$ cat src/sv/kbrx_pkg.sv
// kbrx_pkg: shared types, register indexes and byte rotate helpers
// for the keyed byte rotate-XOR cipher. No dependencies.
package kbrx_pkg;

	localparam int CFG_ADDR_W = 8;
	localparam int CFG_DATA_W = 64;

	// configuration register indexes
	localparam logic [CFG_ADDR_W-1:0] CFG_KEY_LO   = 8'd0;
	localparam logic [CFG_ADDR_W-1:0] CFG_KEY_HI   = 8'd1;
	localparam logic [CFG_ADDR_W-1:0] CFG_KEY_LEN  = 8'd2;
	localparam logic [CFG_ADDR_W-1:0] CFG_DEC_MODE = 8'd3;

	localparam logic [4:0] KEY_LEN_RST = 5'd1;
	localparam logic [7:0] SUM_RST     = 8'h01;

	// key schedule status, visible to the top level
	typedef struct packed {
		logic [3:0] pos;
		logic [7:0] sum;
	} ks_stat_t;

	// per-word key material handed to the byte transform
	typedef struct packed {
		logic [7:0] v;
		logic [7:0] sum;
	} ks_word_t;

	function automatic logic [7:0] rotl8(input logic [7:0] x, input logic [2:0] r);
		logic [15:0] d;
		d = {x, x} << r;
		return d[15:8];
	endfunction

	function automatic logic [7:0] rotr8(input logic [7:0] x, input logic [2:0] r);
		logic [15:0] d;
		d = {x, x} >> r;
		return d[7:0];
	endfunction

endpackage

$ cat src/sv/kbrx_cfg.sv
// kbrx_cfg: configuration register file (key bytes, key length, mode)
// and effective key length clamp. Depends on kbrx_pkg.
module kbrx_cfg #(
	parameter int KEY_BYTES = 16
) (
	input  logic                            clk,
	input  logic                            arst_n,
	input  logic                            cfg_valid,
	output logic                            cfg_ready,
	input  logic [kbrx_pkg::CFG_ADDR_W-1:0] cfg_addr,
	input  logic [kbrx_pkg::CFG_DATA_W-1:0] cfg_data,
	output logic [7:0]                      key [KEY_BYTES],
	output logic [4:0]                      eff_len,
	output logic                            decrypt
);
	import kbrx_pkg::*;

	logic [7:0] key_q [KEY_BYTES];
	logic [4:0] klen_q;
	logic       dec_q;
	logic       wr;

	assign cfg_ready = 1'b1;
	assign wr        = cfg_valid & cfg_ready;

	always_ff @(posedge clk or negedge arst_n) begin
		if (!arst_n) begin
			for (int i = 0; i < KEY_BYTES; i++) key_q[i] <= '0;
			klen_q <= KEY_LEN_RST;
			dec_q  <= 1'b0;
		end else if (wr) begin
			for (int i = 0; i < KEY_BYTES; i++) begin
				if ((i < 8 && cfg_addr == CFG_KEY_LO) || (i >= 8 && cfg_addr == CFG_KEY_HI))
					key_q[i] <= cfg_data[8*(i%8) +: 8];
			end
			if (cfg_addr == CFG_KEY_LEN)  klen_q <= cfg_data[4:0];
			if (cfg_addr == CFG_DEC_MODE) dec_q  <= cfg_data[0];
		end
	end

	// zero acts as one, anything above the key storage saturates
	always_comb begin
		if (klen_q == 5'd0)                eff_len = 5'd1;
		else if (klen_q > 5'(KEY_BYTES))   eff_len = 5'(KEY_BYTES);
		else                               eff_len = klen_q;
	end

	assign key     = key_q;
	assign decrypt = dec_q;

endmodule

$ cat src/sv/kbrx_keysched.sv
// kbrx_keysched: key position and running sum state; picks the key byte
// for the current word and the updated sum. Depends on kbrx_pkg.
module kbrx_keysched #(
	parameter int KEY_BYTES = 16
) (
	input  logic               clk,
	input  logic               arst_n,
	input  logic               step,
	input  logic               first,
	input  logic [7:0]         key [KEY_BYTES],
	input  logic [4:0]         eff_len,
	output kbrx_pkg::ks_word_t word,
	output kbrx_pkg::ks_stat_t stat
);
	import kbrx_pkg::*;

	localparam int KIDX_W = (KEY_BYTES > 1) ? $clog2(KEY_BYTES) : 1;

	logic [3:0] pos_q;
	logic [7:0] sum_q;
	logic [3:0] pos_base;
	logic [3:0] pos_use;
	logic [4:0] pos_inc;
	logic [3:0] pos_nx;
	logic [7:0] sum_base;
	logic [7:0] v;

	always_comb begin
		pos_base = first ? 4'd0 : pos_q;
		sum_base = first ? {3'b000, eff_len} : sum_q;
		// stale position after a length change falls back to byte 0
		pos_use  = ({1'b0, pos_base} >= eff_len) ? 4'd0 : pos_base;
		v        = key[pos_use[KIDX_W-1:0]];
		pos_inc  = {1'b0, pos_use} + 5'd1;
		pos_nx   = (pos_inc >= eff_len) ? 4'd0 : pos_inc[3:0];
	end

	always_ff @(posedge clk or negedge arst_n) begin
		if (!arst_n) begin
			pos_q <= 4'd0;
			sum_q <= SUM_RST;
		end else if (step) begin
			pos_q <= pos_nx;
			sum_q <= sum_base + v;
		end
	end

	assign word.v   = v;
	assign word.sum = sum_base + v;
	assign stat.pos = pos_q;
	assign stat.sum = sum_q;

endmodule

$ cat src/sv/kbrx_xform.sv
// kbrx_xform: one-byte encrypt/decrypt datapath (XOR, barrel rotate, XOR).
// Depends on kbrx_pkg.
module kbrx_xform (
	input  logic [7:0]         data,
	input  logic               decrypt,
	input  kbrx_pkg::ks_word_t word,
	output logic [7:0]         result
);
	import kbrx_pkg::*;

	logic [7:0] t;

	always_comb begin
		if (decrypt) begin
			t      = rotr8(data ^ word.sum, word.v[2:0]);
			result = t ^ word.v;
		end else begin
			t      = rotl8(data ^ word.v, word.v[2:0]);
			result = t ^ word.sum;
		end
	end

endmodule

$ cat src/sv/keyed_byte_rotate_xor_cipher_unit.sv
// keyed_byte_rotate_xor_cipher_unit: top level of the keyed byte cipher.
// Uses kbrx_pkg, kbrx_cfg, kbrx_keysched and kbrx_xform.
//
// channel | dir | handshake          | payload
// --------+-----+--------------------+----------------------------------------
// s_*     | in  | s_tvalid/s_tready  | tdata = data_byte, tuser = first_of_message
// m_*     | out | m_tvalid/m_tready  | tdata = result_byte
// cfg_*   | in  | cfg_valid/cfg_ready| cfg_addr = register index, cfg_data
//
// Two register stages: an input register (s1) and a result register (s2).
// One word per cycle sustained while m_tready holds high: key pick, sum add and
// barrel rotate all sit between s1 and s2. m_tvalid rises once an accepted
// word has moved from s1 into s2, and the result leaves from the s2 register.
// Key position and running sum advance when a word moves from s1 to s2.
// A stalled m_tready holds s2; s1 still takes one more word, then s_tready drops.
// arst_n clears valids, key registers, key length (1), mode and cipher state.
module keyed_byte_rotate_xor_cipher_unit #(
	parameter int KEY_BYTES = 16
) (
	input  logic                            clk,
	input  logic                            arst_n,
	// slave stream
	input  logic                            s_tvalid,
	output logic                            s_tready,
	input  logic [7:0]                      s_tdata,   // [7:0] data_byte
	input  logic                            s_tuser,   // [0] first_of_message
	// master stream
	output logic                            m_tvalid,
	input  logic                            m_tready,
	output logic [7:0]                      m_tdata,   // [7:0] result_byte
	// configuration writes
	input  logic                            cfg_valid,
	output logic                            cfg_ready,
	input  logic [kbrx_pkg::CFG_ADDR_W-1:0] cfg_addr,
	input  logic [kbrx_pkg::CFG_DATA_W-1:0] cfg_data
);
	import kbrx_pkg::*;

	logic [7:0] key [KEY_BYTES];
	logic [4:0] eff_len;
	logic       decrypt;

	// input stage
	logic       valid_s1;
	logic [7:0] data_s1;
	logic       first_s1;
	// result stage
	logic       valid_s2;
	logic [7:0] result_s2;

	logic       adv_s1;    // s1 word moves into s2 this cycle
	logic       free_s2;
	logic       s_acc;
	ks_word_t   kword;
	ks_stat_t   kstat;
	logic [7:0] result;

	kbrx_cfg #(.KEY_BYTES(KEY_BYTES)) u_cfg (
		.clk       (clk),
		.arst_n    (arst_n),
		.cfg_valid (cfg_valid),
		.cfg_ready (cfg_ready),
		.cfg_addr  (cfg_addr),
		.cfg_data  (cfg_data),
		.key       (key),
		.eff_len   (eff_len),
		.decrypt   (decrypt)
	);

	kbrx_keysched #(.KEY_BYTES(KEY_BYTES)) u_ks (
		.clk     (clk),
		.arst_n  (arst_n),
		.step    (adv_s1),
		.first   (first_s1),
		.key     (key),
		.eff_len (eff_len),
		.word    (kword),
		.stat    (kstat)
	);

	kbrx_xform u_xf (
		.data    (data_s1),
		.decrypt (decrypt),
		.word    (kword),
		.result  (result)
	);

	// s2 frees up when empty or drained this cycle; s1 likewise from s2
	assign free_s2  = !valid_s2 || m_tready;
	assign adv_s1   = valid_s1 && free_s2;
	assign s_tready = !valid_s1 || free_s2;
	assign s_acc    = s_tvalid && s_tready;

	always_ff @(posedge clk or negedge arst_n) begin
		if (!arst_n) begin
			valid_s1 <= 1'b0;
			valid_s2 <= 1'b0;
		end else begin
			if (s_tready) valid_s1 <= s_tvalid;
			if (free_s2)  valid_s2 <= valid_s1;
		end
	end

	// payload registers, no reset needed
	always_ff @(posedge clk) begin
		if (s_acc) begin
			data_s1  <= s_tdata;
			first_s1 <= s_tuser;
		end
		if (adv_s1) result_s2 <= result;
	end

	assign m_tvalid = valid_s2;
	assign m_tdata  = result_s2;

	// key position never points past the key storage
	assert property (@(posedge clk) disable iff (!arst_n)
		{1'b0, kstat.pos} < 5'(KEY_BYTES))
		else $error("key position beyond key storage");

	// a word only moves into s2 when s2 can take it
	assert property (@(posedge clk) disable iff (!arst_n)
		adv_s1 |-> (!valid_s2 || m_tready))
		else $error("s2 overwritten while holding a word");

	// a held s1 word stays put until it advances
	assert property (@(posedge clk) disable iff (!arst_n)
		(valid_s1 && !adv_s1) |=> (valid_s1 && $stable(data_s1) && $stable(first_s1)))
		else $error("s1 word lost while stalled");

	// start of message: sum restarts at key length plus first key byte
	assert property (@(posedge clk) disable iff (!arst_n)
		(adv_s1 && first_s1) |=> (kstat.sum == $past({3'b000, eff_len} + key[0])))
		else $error("running sum not restarted on first word");

	// key state only moves when a word advances
	assert property (@(posedge clk) disable iff (!arst_n)
		!adv_s1 |=> ($stable(kstat.pos) && $stable(kstat.sum)))
		else $error("key state changed without a word");

endmodule
$ cat config.mk
export PLATFORM = sky130hd
export DESIGN_NAME = keyed_byte_rotate_xor_cipher_unit
export DESIGN_NICKNAME = d
export VERILOG_FILES = /design/src/sv/kbrx_pkg.sv /design/src/sv/kbrx_cfg.sv /design/src/sv/kbrx_keysched.sv /design/src/sv/kbrx_xform.sv /design/src/sv/keyed_byte_rotate_xor_cipher_unit.sv
export SDC_FILE = /design/constraint.sdc
export NUM_CORES = 1
export LEC_CHECK = 0
export ABC_AREA = 1
export ABC_CLOCK_PERIOD_IN_PS = 4100
export BUFFER_PORTS_ARGS = -buffer_cell sky130_fd_sc_hd__buf_2
export CORE_MARGIN = 2
export CORE_UTILIZATION = 50
export CTS_CLUSTER_DIAMETER = 150
export DETAILED_ROUTE_END_ITERATION = 10
export GPL_TIMING_DRIVEN = 1
export PLACE_DENSITY_LB_ADDON = 0.2
export REMOVE_ABC_BUFFERS = 1
export SLEW_MARGIN = 40
export SYNTH_ARGS = -nofsm -noshare
export SYNTH_HDL_FRONTEND = slang
export SYNTH_HIERARCHICAL = 1
export SYNTH_SLANG_ARGS = --single-unit
$ cat constraint.sdc
create_clock -name clk -period 4.1 [get_ports clk]
set_input_delay 0.205 -clock clk [delete_from_list [all_inputs] [get_ports clk]]
set_output_delay 0.205 -clock clk [all_outputs]
set_load 0.005 [all_outputs]
==> flow_metrics.env, run 1 <==
export IMPL_p_leak_nw=6.34
export IMPL_clk_pin_slew_ns=0.07
export IMPL_die_area_sq_mm=0.0208
export IMPL_p_per_area_mw_per_mm2=384
export IMPL_grt_max_degree=92
export IMPL_ys_types=40
export IMPL_antenna_cells=0
export IMPL_finalCritPeriodShare_pct=111
export IMPL_drt_iter0_drc=945
export IMPL_syn_inst=1316
export IMPL_grt_util_met3_pct=3.64
export IMPL_drive_gt1_share_pct=26.0
export IMPL_grt_total_usage_pct=28.8
export IMPL_synth_area_leaders="dfrtp_1 37%, nand2_1 20%, nand3_1 16%"
export IMPL_cts_tree="built"
export IMPL_synth_top_area_share_pct=37.1
export IMPL_initial_core_util_pct=50.8
export IMPL_ios=97
export IMPL_antenna_found_initial=0
export IMPL_rsz0062_at_grt="yes"
export IMPL_avgSynthCellArea_sq_um=7.48
export IMPL_stdcell_count=1764
export IMPL_hold_viol=0
export IMPL_ir_drop_v=0.000301
export IMPL_vias=9596
export IMPL_finalMaxSlewViolations=0
export IMPL_clk_insertion_delay_late_ns=0.43
export IMPL_grt_overflow_total=0
export IMPL_use_met2_pct=46.3
export IMPL_root_buffer="clkbuf_16"
export IMPL_fin_setup_tns_ns=-3.25
export IMPL_use_met1_pct=40.0
export IMPL_critical_path_class="register to register"
export IMPL_syn_area_sq_mm=0.00985
export IMPL_core_sq_mm=0.0194
export IMPL_async_reset_ff_share_pct=89.7
export IMPL_pre_cts_slack_ns=-0.591
export IMPL_hp_start="cfg_data[16]"
export IMPL_yosysMostFrequentCell="nand2_1"
export IMPL_setup_viol=8
export IMPL_max_stage_delay_ns=0.42
export IMPL_ant_nets=0
export IMPL_top_usage_layer="met2"
export IMPL_cts_made_buffers=17
export IMPL_start_kind="register"
export IMPL_cap_violations=0
export IMPL_fin_ws_ns=-0.460
export IMPL_worst_slew_pin_slew_ns=0.821
export IMPL_hp_class="input port to register"
export IMPL_row_count=51
export IMPL_place_gp_congestion=0.878
export IMPL_timing_critical_path_mode_cell="nand2_1"
export IMPL_grt_pass1_wl_um=46800
export IMPL_critPathRequiredTime_ns=4.29
export IMPL_cts_buffer_depth=2
export IMPL_h_tree_depth=4
export IMPL_wl_um=29300
export IMPL_viasPerCell=5.44
export IMPL_ys_seq_area_share_pct=42.8
export IMPL_synth_top_cells_by_count="519 x nand2_1, 323 x nand3_1, 146 x dfrtp_1"
export IMPL_synth_seq_cells=165
export IMPL_synth_edf_count=17
export IMPL_critPathSlowestCell="dfrtp_1"
export IMPL_area_delta_synth_final_pct=24.7
export IMPL_firstDrtPassIters=5
export IMPL_crit_fanout=5
export IMPL_hpwlAfterDp_um=19200
export IMPL_status="finished with violations"
export IMPL_fmax_mhz=219
export IMPL_synth_top_area_cell="dfrtp_1"
export IMPL_drc_errors=0
export IMPL_die_x_um=144
export IMPL_yosys_most_used_dff="dfrtp_1"
export IMPL_cp_end_kind="register"
export IMPL_grt_pass1_vias=9141
export IMPL_r2r_start="u_cfg/klen_q[4]"
export IMPL_startpoint="u_cfg/klen_q[4]"
export IMPL_placedCellCount=1683
export IMPL_ys_warn_count=6
export IMPL_io_buffers=95
export IMPL_min_period_ns=4.56
export IMPL_violations="setup timing"
export IMPL_fin_nets=1590
export IMPL_cts_sinks=165
export IMPL_die_y_um=144
export IMPL_max_slew_margin_pct=45.3
export IMPL_final_setup_skew_ns=0.00931
export IMPL_critical_path_arrival_ns=4.75
export IMPL_avgRoutedWirePerCell_um=16.6
[metal layers]
| metal | routed length, um | part of all wire [%] |
|---|---|---|
| met5 | 0 | 0 |
| met4 | 867 | 3.0 |
| met2 | 13800 | 47 |
| met3 | 1750 | 6.0 |
| met1 | 12900 | 44 |
[path summary, 6_finish.rpt]
check | cells past startpoint | to | slack, ns
worst max register to register | 34 | m_tdata[7] | -0.46
worst min register to register | 2 | u_cfg/key[70] | 0.47
max in group asynchronous | 3 | u_cfg/key[59] | 2.77
worst min-delay path | 3 | u_cfg/key[40] | 0.01
min in group asynchronous | 2 | u_cfg/key[41] | 0.40
worst max-delay path | 34 | m_tdata[7] | -0.46
[worst max-delay path, delay by kind of cell (launching register included)]
kind | cells | cell delay, ns
DFF | 1 | 0.42
xor gates and xnor gates | 1 | 0.21
buffers and inverters | 7 | 0.81
adders and majority gates | 2 | 0.51
AOI/OAI and AO/OA | 4 | 0.39
and+or+nand+nor | 20 | 1.95
[final cells by class]
type | count | area [sq um]
clock buffers | 19 | 443
clock inverters | 13 | 121
repair buffers | 228 | 1630
well taps | 265 | 332
flip-flops and latches | 165 | 4220
multi-input cells | 988 | 5200
inverters | 86 | 333
fillers | 1741 | 7120
[registers in the layout, indices dropped and copies added (netlist names)]
signal / cells
u_cfg/decrypt: 1
u_ks/pos_q: 4
m_tdata: 8
valid_s1: 1
u_cfg/klen_q: 5
u_ks/sum_q: 8
m_tvalid: 1
u_cfg/key: 128
data_s1: 8
first_s1: 1
[through the flow]
stage / utilization (%) / hold WS (ns) / area (sq um) / total power, W
3_5_place_dp: 55.8 / 0.337 / 10800 / 0.00292
3_3_place_gp: 55.7 / 0.337 / 10800 / 0.00291
4_1_cts: 61.7 / 0.00262 / 12000 / 0.00465
5_1_grt: 63.3 / 0.0118 / 12300 / 0.00493
6_report: 63.3 / 0.0110 / 12300 / 0.00472
2_1_floorplan: - / -0.0906 / 9300 / 0.00248
[cell families (layout without fill, tap and decap cells)]
| kind of cell | after synthesis | in the layout | share of synthesized area [%] |
|---|---|---|---|
| AOI/OAI and AO/OA | 47 | 47 | 2.80 |
| xor gates and xnor gates | 7 | 7 | 0.623 |
| adders and majority gates | 18 | 18 | 2.36 |
| buffers and inverters | 164 | 346 | 8.89 |
| DFF | 165 | 165 | 42.8 |
| other | 1 | 1 | 0.0381 |
| and+or+nand+nor | 914 | 915 | 42.5 |
[power by group]
part	switching, W	total, W	leakage, nW	internal (W)
combinational	0.000775	0.00131	3.87	0.000531
clock	0.000711	0.00157	0.281	0.000863
sequential	0.0000617	0.00184	2.19	0.00178
total	0.00155	0.00472	6.34	0.00317
[timing repair]
| item | CTS | global route |
|---|---|---|
| cloned | 1 | 0 |
| pin swaps | 36 | 35 |
| gates resized for setup | 64 | 49 |
| setup buffers | 28 | 8 |
| endpoints found under the setup margin | 8 | 9 |
| hold endpoints to repair | 97 | 0 |
| hold buffers | 11 | 0 |
[cell usage in the layout, fill, tap and decap left out, types with 7 or more instances in the layout]
cell type,instances
nor2_1,19
nand2_2,18
inv_2,13
buf_6,7
ha_1,14
inv_1,69
clkbuf_16,17
buf_2,94
edfxtp_1,17
nand3_1,291
buf_4,107
nor2_2,10
nand2_4,9
dfrtp_1,146
a31oi_1,10
dlygate4sd3_1,11
o21ai_0,16
buf_12,7
nand3_2,42
nand3_4,17
nand2_1,497
No activity file was read; power rests on OpenSTA's default activity.
==> inputs of run 2 (changes only) <==
--- a/config.mk
+++ b/config.mk
@@ -5,18 +5,17 @@
 export SDC_FILE = /design/constraint.sdc
 export NUM_CORES = 1
 export LEC_CHECK = 0
-export ABC_AREA = 1
 export ABC_CLOCK_PERIOD_IN_PS = 4100
 export BUFFER_PORTS_ARGS = -buffer_cell sky130_fd_sc_hd__buf_2
 export CORE_MARGIN = 2
 export CORE_UTILIZATION = 50
 export CTS_CLUSTER_DIAMETER = 150
 export DETAILED_ROUTE_END_ITERATION = 10
+export GPL_ROUTABILITY_DRIVEN = 0
 export GPL_TIMING_DRIVEN = 1
 export PLACE_DENSITY_LB_ADDON = 0.2
 export REMOVE_ABC_BUFFERS = 1
 export SLEW_MARGIN = 40
 export SYNTH_ARGS = -nofsm -noshare
 export SYNTH_HDL_FRONTEND = slang
-export SYNTH_HIERARCHICAL = 1
 export SYNTH_SLANG_ARGS = --single-unit
==> run 2 against run 1 <==
Net effect: the flow still finishes with violations (setup timing); global-route usage shrank 1.2 points; power grew 34%; sequential share of layout area shrank 3.2 points; worst hold slack lost 0.0057 ns; combinational power grew 100%; flip-flop and latch count is the same; clock skew grew 0.0087 ns; critical path type unchanged; largest power group is now combinational cells; highest routed layer unchanged.
==> flow_metrics.env, run 2 <==
export IMPL_status="finished with violations"
export IMPL_violations="setup timing"
export IMPL_ys_types=94
export IMPL_crit_fanout=6
export IMPL_synth_top_area_share_pct=37.3
export IMPL_drive_gt1_share_pct=53.3
export IMPL_ys_seq_area_share_pct=43.1
export IMPL_hold_viol=0
export IMPL_drc_errors=0
export IMPL_final_setup_skew_ns=0.0181
export IMPL_clk_insertion_delay_late_ns=0.44
export IMPL_grt_overflow_total=0
export IMPL_top_layer_used="met4"
export IMPL_worst_slew_pin_slew_ns=0.761
export IMPL_area_delta_synth_final_pct=38.2
export IMPL_firstDrtPassIters=5
export IMPL_async_reset_ff_share_pct=89.7
export IMPL_wl_met3_um=1650
export IMPL_fin_nets=1260
export IMPL_grt_pass1_wl_um=43800
export IMPL_start_kind="register"
export IMPL_hp_class="input port to register"
export IMPL_grt_max_degree=88
export IMPL_io_buffers=95
export IMPL_synth_seq_cells=165
export IMPL_rsz0062_at_grt="yes"
export IMPL_syn_inst=876
export IMPL_finalMaxSlewViolations=0
export IMPL_max_slew_margin_pct=49.1
export IMPL_final_common_cell="buf_4"
export IMPL_cts_sinks=165
export IMPL_h_tree_depth=4
export IMPL_cts_buffer_depth=2
export IMPL_fin_setup_tns_ns=-6.99
export IMPL_synth_top_cells_by_count="146 x dfrtp_1, 146 x mux2_2, 58 x nand2_1"
export IMPL_die_area_sq_mm=0.0207
export IMPL_critPathRequiredTime_ns=4.28
export IMPL_met1Wirelength_um=11900
export IMPL_cap_violations=0
export IMPL_cts_tree="built"
export IMPL_avgRoutedWirePerCell_um=20.5
export IMPL_antenna_found_initial=0
export IMPL_die_x_um=144
export IMPL_p_leak_nw=6.38
export IMPL_root_buffer="clkbuf_16"
export IMPL_cp_end_kind="register"
export IMPL_hpwlAfterDp_um=18700
export IMPL_syn_area_sq_mm=0.00979
export IMPL_critical_path_arrival_ns=5.15
export IMPL_vias=8405
export IMPL_synth_edf_count=17
export IMPL_wl_met2_um=14900
export IMPL_grt_total_usage_pct=27.6
export IMPL_n_fill_cell=1340
export IMPL_drt_iter0_drc=523
export IMPL_yosys_most_used_dff="dfrtp_1"
export IMPL_ios=97
export IMPL_die_y_um=144
export IMPL_clk_pin_slew_ns=0.07
export IMPL_finalCritPeriodShare_pct=121
export IMPL_min_period_ns=4.97
export IMPL_placed_cell_area_sq_mm=0.0116
export IMPL_stdcell_area_sq_mm=0.0135
export IMPL_ys_warn_count=0
export IMPL_final_cell_mix="172 x buf_4, 146 x dfrtp_1, 145 x mux2_2"
export IMPL_initial_core_util_pct=50.6
export IMPL_synth_top_area_cell="dfrtp_1"
export IMPL_grt_pass1_vias=8342
export IMPL_ir_drop_v=0.000353
export IMPL_pre_cts_slack_ns=-0.969
export IMPL_wl_um=29400
export IMPL_core_sq_mm=0.0193
export IMPL_fin_ws_ns=-0.874
export IMPL_viasPerCell=5.85
export IMPL_ant_nets=0
export IMPL_cts_made_buffers=17
export IMPL_p_per_area_mw_per_mm2=466
export IMPL_critical_path_class="register to register"
export IMPL_synth_area_leaders="dfrtp_1 37%, mux2_2 17%, mux2i_1 5.2%"
export IMPL_row_count=51
export IMPL_largest_register_ffs=128
export IMPL_setup_viol=12
export IMPL_avgSynthCellArea_sq_um=11.2
export IMPL_fmax_mhz=201
-- run 2: worst max-delay path: stages (launching register included) --
cell and delay (ns):
dfrtp_1 0.41, nor3_2 0.19, nor2_1 0.07, nor2_2 0.13, ha_1 0.28, nor2b_4 0.16, o21a_4 0.23, buf_6 0.13
o21ai_4 0.07, nor2_4 0.18, buf_4 0.17, mux2i_4 0.29, inv_2 0.09, ha_4 0.17, ha_4 0.17, a31oi_4 0.17
a221oi_4 0.10, buf_4 0.16, o2111a_2 0.16, o41ai_4 0.41, xnor2_2 0.17, a211oi_2 0.27, buf_4 0.17, xnor2_2 0.11
a2bb2oi_2 0.16, a22oi_2 0.09
-- run 2: cells by family after synthesis --
kind of cell / count (synthesis) / share of synthesized area, %
AO/OA/AOI/OAI: 190 / 15.0
XOR/XNOR: 31 / 3.28
adder cells (fa/ha/maj): 16 / 2.04
buffers and inverters: 77 / 3.49
flip-flops: 165 / 43.1
multiplexers: 201 / 22.8
other: 1 / 0.0383
AND/OR/NAND/NOR: 195 / 10.3
-- run 2: area by class of cell --
class                      instances  area [sq um]  share of cell area [%]
multi-input combinational        634          5920                    43.8
sequential                       165          4220                    31.2
timing repair buffer             313          2310                    17.1
clock buffer                      17           425                    3.15
tap                              265           332                    2.45
clock inverter                    15           205                    1.52
inverter                          27           108                   0.796
antenna                            1          2.50                  0.0185
-- run 2: metal layers --
metal	GRT usage (%)	vias up
li1	-	3827
met1	35.3	4159
met2	46.4	343
met3	5.06	76
met4	11.0	0
met5	0	-
-- run 2: what timing repair did --
action / in CTS / in global routing
cloned: 0 / 0
buffers inserted: 36 / 21
pin swaps: 56 / 47
hold buffers: 11 / 0
endpoints found under the hold margin: 93 / 0
resized for setup: 111 / 64
setup endpoints to repair: 14 / 14
-- run 2: worst paths after layout --
path	slack, ns	end	depth (start not counted)	start
min in group asynchronous	0.38	u_cfg.key[14]	2	arst_n
max in group asynchronous	2.79	u_cfg.key[115]	3	arst_n
hold reg to reg	0.49	u_ks.sum_q[4]	2	u_ks.sum_q[4]
hold / removal	0.005	u_cfg.key[14]	2	cfg_data[54]
setup reg to reg	-0.87	m_tdata[5]	25	u_cfg.klen_q[3]
setup / recovery	-0.87	m_tdata[5]	25	u_cfg.klen_q[3]
-- run 2: through the flow --
stage	hold WS, ns	util [%]	std cells	power, W
floorplan	-0.0906	-	826	0.00314
global placement	0.329	59.9	1343	0.00397
detailed placement	0.332	59.9	1343	0.00399
CTS	0.00163	67.9	1419	0.00602
global route	0.00822	69.9	1436	0.00655
finish	0.00530	69.9	1437	0.00630
-- run 2: power breakdown --
group | internal, W | total (W) | switching (W)
combinational | 0.00132 | 0.00268 | 0.00136
clock | 0.000941 | 0.00172 | 0.000779
sequential | 0.00182 | 0.00190 | 0.0000785
total | 0.00409 | 0.00630 | 0.00221
